$ cat src/pulse_width_status_decoder_core_defines.svh
// Assertion macros shared by the pulse width status decoder RTL.
// Depends on nothing; files that check their logic include it by name.
`ifndef PULSE_WIDTH_STATUS_DECODER_CORE_DEFINES_SVH
`define PULSE_WIDTH_STATUS_DECODER_CORE_DEFINES_SVH
`ifndef SYNTHESIS
`define PWSD_ASSERT(label, clk, rst, prop, msg) \
   label: assert property (@(posedge clk) disable iff (rst) prop) else $error(msg);
`define PWSD_ASSERT_NEVER(label, clk, rst, cond, msg) \
   label: assert property (@(posedge clk) disable iff (rst) !(cond)) else $error(msg);
`else
`define PWSD_ASSERT(label, clk, rst, prop, msg)
`define PWSD_ASSERT_NEVER(label, clk, rst, cond, msg)
`endif
`endif

$ cat src/pwsd_pkg.sv
// Types and constants of the pulse width status decoder.
// Used by the result channel interface, the pulse classifier and the top level.
package pwsd_pkg;

   localparam int CSR_DATA_BITS = 16;
   localparam int CSR_INDEX_BITS = 3;
   localparam int CONFIRM_BITS = 4;
   localparam int STATUS_BITS = 3;

   typedef enum logic [STATUS_BITS-1:0] {
      STATUS_NONE        = 3'd0,
      STATUS_PUMP        = 3'd1,
      STATUS_MOTOR       = 3'd2,
      STATUS_COMPLETE    = 3'd3,
      STATUS_OVERCURRENT = 3'd4,
      STATUS_UNDERVOLT   = 3'd5
   } pwsd_status_type;

   typedef enum logic [CSR_INDEX_BITS-1:0] {
      CSR_PUMP_MIN        = 3'd0,
      CSR_MOTOR_MIN       = 3'd1,
      CSR_COMPLETE_MIN    = 3'd2,
      CSR_OVERCURRENT_MIN = 3'd3,
      CSR_UNDERVOLT_MIN   = 3'd4,
      CSR_UNDERVOLT_MAX   = 3'd5,
      CSR_SILENCE_TIMEOUT = 3'd6,
      CSR_CONFIRM_LIMIT   = 3'd7
   } pwsd_csr_type;

   // Pulse width thresholds handed to the classifier.
   typedef struct packed {
      logic [CSR_DATA_BITS-1:0] pump_min;
      logic [CSR_DATA_BITS-1:0] motor_min;
      logic [CSR_DATA_BITS-1:0] complete_min;
      logic [CSR_DATA_BITS-1:0] overcurrent_min;
      logic [CSR_DATA_BITS-1:0] undervolt_min;
      logic [CSR_DATA_BITS-1:0] undervolt_max;
   } pwsd_thresh_type;

   localparam logic [CSR_DATA_BITS-1:0] PUMP_MIN_RST        = 16'd100;
   localparam logic [CSR_DATA_BITS-1:0] MOTOR_MIN_RST       = 16'd200;
   localparam logic [CSR_DATA_BITS-1:0] COMPLETE_MIN_RST    = 16'd300;
   localparam logic [CSR_DATA_BITS-1:0] OVERCURRENT_MIN_RST = 16'd400;
   localparam logic [CSR_DATA_BITS-1:0] UNDERVOLT_MIN_RST   = 16'd500;
   localparam logic [CSR_DATA_BITS-1:0] UNDERVOLT_MAX_RST   = 16'd600;
   localparam logic [CSR_DATA_BITS-1:0] SILENCE_TIMEOUT_RST = 16'd3000;
   localparam logic [CONFIRM_BITS-1:0]  CONFIRM_LIMIT_RST   = 4'd2;

endpackage

$ cat src/pwsd_classify.sv
// Sorts a measured high pulse width into a status bin.
// Depends on pwsd_pkg for the threshold struct and the status codes.
module pwsd_classify
   import pwsd_pkg::*;
#(
   parameter int AGE_BITS = 16
) (
   input  logic [AGE_BITS-1:0] width,
   input  pwsd_thresh_type     thresh,
   output pwsd_status_type     bin
);

   localparam int CMP_BITS = (AGE_BITS > CSR_DATA_BITS) ? AGE_BITS : CSR_DATA_BITS;

   logic [CMP_BITS-1:0] w;

   assign w = CMP_BITS'(width);

   // Under voltage is a window and takes priority over the plain minimums.
   always_comb begin
      if (w >= CMP_BITS'(thresh.undervolt_min) && w < CMP_BITS'(thresh.undervolt_max)) begin
         bin = STATUS_UNDERVOLT;
      end else if (w >= CMP_BITS'(thresh.overcurrent_min)) begin
         bin = STATUS_OVERCURRENT;
      end else if (w >= CMP_BITS'(thresh.complete_min)) begin
         bin = STATUS_COMPLETE;
      end else if (w >= CMP_BITS'(thresh.motor_min)) begin
         bin = STATUS_MOTOR;
      end else if (w >= CMP_BITS'(thresh.pump_min)) begin
         bin = STATUS_PUMP;
      end else begin
         bin = STATUS_NONE;
      end
   end

endmodule

$ cat config.mk
export PLATFORM = sky130hd
export DESIGN_NAME = pwsd_classify
export DESIGN_NICKNAME = d
export VERILOG_FILES = /design/src/pulse_width_status_decoder_core_defines.svh /design/src/pwsd_pkg.sv /design/src/pwsd_classify.sv
export SDC_FILE = /design/constraint.sdc
export NUM_CORES = 1
export LEC_CHECK = 0
export BUFFER_PORTS_ARGS = -buffer_cell sky130_fd_sc_hd__buf_2
export CELL_PAD_IN_SITES_DETAIL_PLACEMENT = 0
export CELL_PAD_IN_SITES_GLOBAL_PLACEMENT = 1
export CORE_MARGIN = 1.5
export CORE_UTILIZATION = 30
export DETAILED_ROUTE_END_ITERATION = 12
export PLACE_DENSITY_LB_ADDON = 0.12
export SLEW_MARGIN = 20
export SYNTH_ARGS = -nofsm -noshare
export SYNTH_HDL_FRONTEND = slang
export SYNTH_SLANG_ARGS = --single-unit
$ cat constraint.sdc
create_clock -name vclk -period 1.9
set_input_delay 0.285 -clock vclk [all_inputs]
set_output_delay 0.285 -clock vclk [all_outputs]
set_load 0.005 [all_outputs]
Word level (Yosys, flattened, before mapping)
Index checks and enable logic that the tools add are counted.
Widths: inputs -> output; s select.
{"block": "word_totals", "inputBits": 112, "register_bits": 0, "out_inout_bits": 3}
{"block": "op_classes", "reduce_logical": 1, "n_lt_le_gt_ge": 6, "mux": 5}
{"operator": "$ge 16x16->1", "n": 5}
{"operator": "$lt 16x16->1", "n": 1}
{"operator": "$mux 3", "n": 2}
{"operator": "$mux 2", "n": 2}
{"operator": "$logic_and 1x1->1", "n": 1}
{"operator": "$mux 1", "n": 1}

Depth between registers and ports, before layout
{"block": "depth", "depth_word": 6, "mapped_depth": 8, "mapped_depth_nobuf": 8}

Least setup slack after synthesis
OpenSTA, ideal clock, no wires.
{"block": "synth_path", "path_type": "input to output", "startpoint": "in width[0]", "endpoint": "out bin[0]", "setup_slack_ps": -169, "path_stages": 8, "arrival_time_ps": 1784, "cell_sequence": "inv_1 -> ha_1 -> nand2b_4 -> a2111oi_2 -> nor4b_1 -> and4bb_1 -> nor3_1 -> a221o_1"}
{"block": "synth_via", "elab_chain_len": 6}
{"element": "from (decl)", "line": "pwsd_classify.sv:8", "source": "input logic [AGE_BITS-1:0] width,"}
{"element": "$ge 16x16->1", "line": "pwsd_classify.sv:29", "source": "end else if (w >= CMP_BITS'(thresh.pump_min)) begin"}
{"element": "$mux 1", "line": "pwsd_classify.sv:29"}
{"element": "$mux 2", "line": "pwsd_classify.sv:27", "source": "end else if (w >= CMP_BITS'(thresh.motor_min)) begin"}
{"element": "$mux 2", "line": "pwsd_classify.sv:25", "source": "end else if (w >= CMP_BITS'(thresh.complete_min)) begin"}
{"element": "$mux 3", "line": "pwsd_classify.sv:23", "source": "end else if (w >= CMP_BITS'(thresh.overcurrent_min)) begin"}
{"element": "$mux 3 (*)", "line": "pwsd_classify.sv:21", "source": "if (w >= CMP_BITS'(thresh.undervolt_min) && w < CMP_BITS'(thresh.undervolt_max)) begin"}
{"element": "to (decl)", "line": "pwsd_classify.sv:10", "source": "output pwsd_status_type bin"}
Every way passes the cells marked *; elsewhere a longest branch is shown, timed or not.

Worst setup path after layout
{"block": "layout_path", "startpoint": "in width[1]", "endpoint": "out bin[0]"}
Same word-level chain as after synthesis.

==> impl_metrics.tcl <==
set metrics [dict create \
    status "complete, but fails checks" \
    violations "negative setup slack" \
    critPathLaunchType "input pin" \
    synth.area.top_cells "ha_1, inv_1, a21oi_1" \
    crit_fanout 5 \
    rsz0062_at_grt "true" \
    nFillCells 823 \
    syn_avg_cell_area_sq_um 7.28 \
    post_drt_wl_per_cell_microns 11.8 \
    synthesis.nets 532 \
    net-switching-power_w 0.000368 \
    power.internal_w 0.000401 \
    synth_warnings 0 \
    die_y_microns 91.8 \
    synth_cells 325 \
    netlist_area_sq_um 2370 \
    critical_path_arrival_ns 2.06 \
    synth_top_area_share 0.502 \
    p_leak_nw 2.21 \
    finalHoldViolations 0 \
    worst_slack_ns -0.440 \
    dr.pass1.iters 4 \
    synthSimpleGateAreaFrac 0.137 \
    drcViolationCount 0 \
    critPathKind "input pin to output pin" \
    n_clock_buffer 0 \
    nets 684 \
    vias 2632 \
    grt_pass1_vias 2530 \
    max-slew-margin-rel 0.749 \
    viasPerCell 4.56 \
    post-route-period-util 1.23 \
    synth-xor-area-share 0 \
    place_hpwl_microns 6210 \
    io_pins 115 \
    rows 32 \
    seq_cell_count 0 \
    yosys.area.top_type "ha_1" \
    place_ws_ns -0.670 \
    die_w_microns 91.8 \
    grt_pass1_wl_microns 11200 \
    gp_congestion 0.789 \
    port_buffers 115 \
    final_common_cell "buf_2" \
    antenna_found_initial 0 \
    antennaDiodeCount 0 \
    fmax_mhz 427 \
    synth_compound_area_frac 0.216 \
    register_area_sq_um 0 \
    power_density_nw_per_um2 217 \
    crit_required_ns 1.62 \
    initial_core_util 0.308 \
    combPwrFrac 1.000 \
    drtIter0Drc 26 \
    yosysSeqAreaShare 0 \
    sw_frac_of_total 0.478 \
    die_area_sq_um 8430 \
    synth_top_family_by_area "adder cells" \
    cap_violations 0 \
    maxSlewViolCount 0 \
    period_minus_slack_ns 2.34 \
    hold_path_class "input pin to output pin" \
    overflow 0 \
    grt_max_degree 7 \
    antenna_left 0 \
    core_sq_um 7690 \
    area.growth.synth_to_final_pct 49.6 \
    synthMuxAreaShare 0 \
    synthDistinctLibCells 35 \
    final_core_util 0.460 \
    final_cell_mix "buf_2, ha_1, inv_1" \
    synthAdderAreaFrac 0.502 \
    grt_usage 0.161 \
    critPathCaptureType "output pin" \
    hold_buffers 0 \
    multi_input_area_sq_um 2200 \
    irDropWorstVdd_v 0.0000883 \
    drive_gt1_frac 0.381 \
    seqPwrFrac 0 \
    setup_viol 3 \
    clockPowerShare 0 \
    tightest_slew_ns 0.375 \
    routed_wl_microns 6840 \
]
[critical path: stages]
cell and delay (ns):
buf_2 0.14, ha_1 0.33, a2111oi_4 0.39, nor4b_2 0.09, and4bb_2 0.34, nor3_1 0.05, a221o_1 0.29, buf_2 0.14
[cell families (layout without fill, tap and decap cells)]
group	Yosys count	after routing
adders and majority gates	95	95
buffers and inverters	91	241
AOI/OAI and AO/OA	79	79
and+or+nand+nor	60	60
[through the flow]
| step | hold WS (ns) | instance area, sq um | total power (W) | std cells | TNS [ns] |
|---|---|---|---|---|---|
| 5_1_grt | 1.22 | 3540 | 0.000880 | 577 | -1.41 |
| 3_5_place_dp | 1.24 | 3380 | 0.000712 | 576 | -1.85 |
| 3_3_place_gp | 1.24 | 3380 | 0.000702 | 576 | -1.81 |
| 4_1_cts | 1.25 | 3470 | 0.000745 | 577 | -1.21 |
| 2_1_floorplan | 0.899 | 2410 | 0.000381 | 325 | -0.0401 |
| 6_report | 1.18 | 3540 | 0.000769 | 577 | -1.14 |
[power groups by stage]
stage | Combinational (W) | Sequential [W] | Clock (W)
2_1_floorplan | 0.000381 | 0 | 0
3_3_place_gp | 0.000702 | 0 | 0
3_5_place_dp | 0.000712 | 0 | 0
4_1_cts | 0.000745 | 0 | 0
5_1_grt | 0.000880 | 0 | 0
6_report | 0.000769 | 0 | 0
[per-layer routing]
layer / track usage / routed length, microns / up-vias
li1: - / - / 1433
met1: 0.213 / 3220 / 1129
met2: 0.303 / 3300 / 68
met3: 0.00415 / 283 / 2
met4: 0.00641 / 31 / 0
met5: 0 / 0 / -
[Yosys cell counts (all sizes together)]
cell     count
ha          95
inv         91
a21oi       29
a21o        17
nor2        15
nand4       12
nand2       11
o21ai       11
a211oi       7
nand3        7
nand2b       6
nor3         3
o211ai       2
o21a         2
o31ai        2
a2111oi      1
a211o        1
a21boi       1
a221o        1
a221oi       1
a2bb2oi      1
and3         1
and4         1
and4bb       1
nand3b       1
nor4         1
nor4b        1
o2111ai      1
o21bai       1
o31a         1
[area by class of cell]
class / instances / share of cell area
inverters: 91 / 0.0986
multi-input cells: 234 / 0.622
well taps: 102 / 0.0361
repair buffers: 150 / 0.243
[what timing repair did]
item	in CTS	in global routing
endpoints found under the hold margin	0	0
setup endpoints to repair	3	3
setup buffers	1	0
gates resized for setup	16	16
pin swaps	9	10
[final timing paths]
kind,startpoint,end,slack [ns],depth (start not counted)
worst max-delay path,width[1],bin[0],-0.44,8
worst min-delay path,thresh[15],bin[2],1.18,7
No activity file was read; power rests on OpenSTA's default activity.
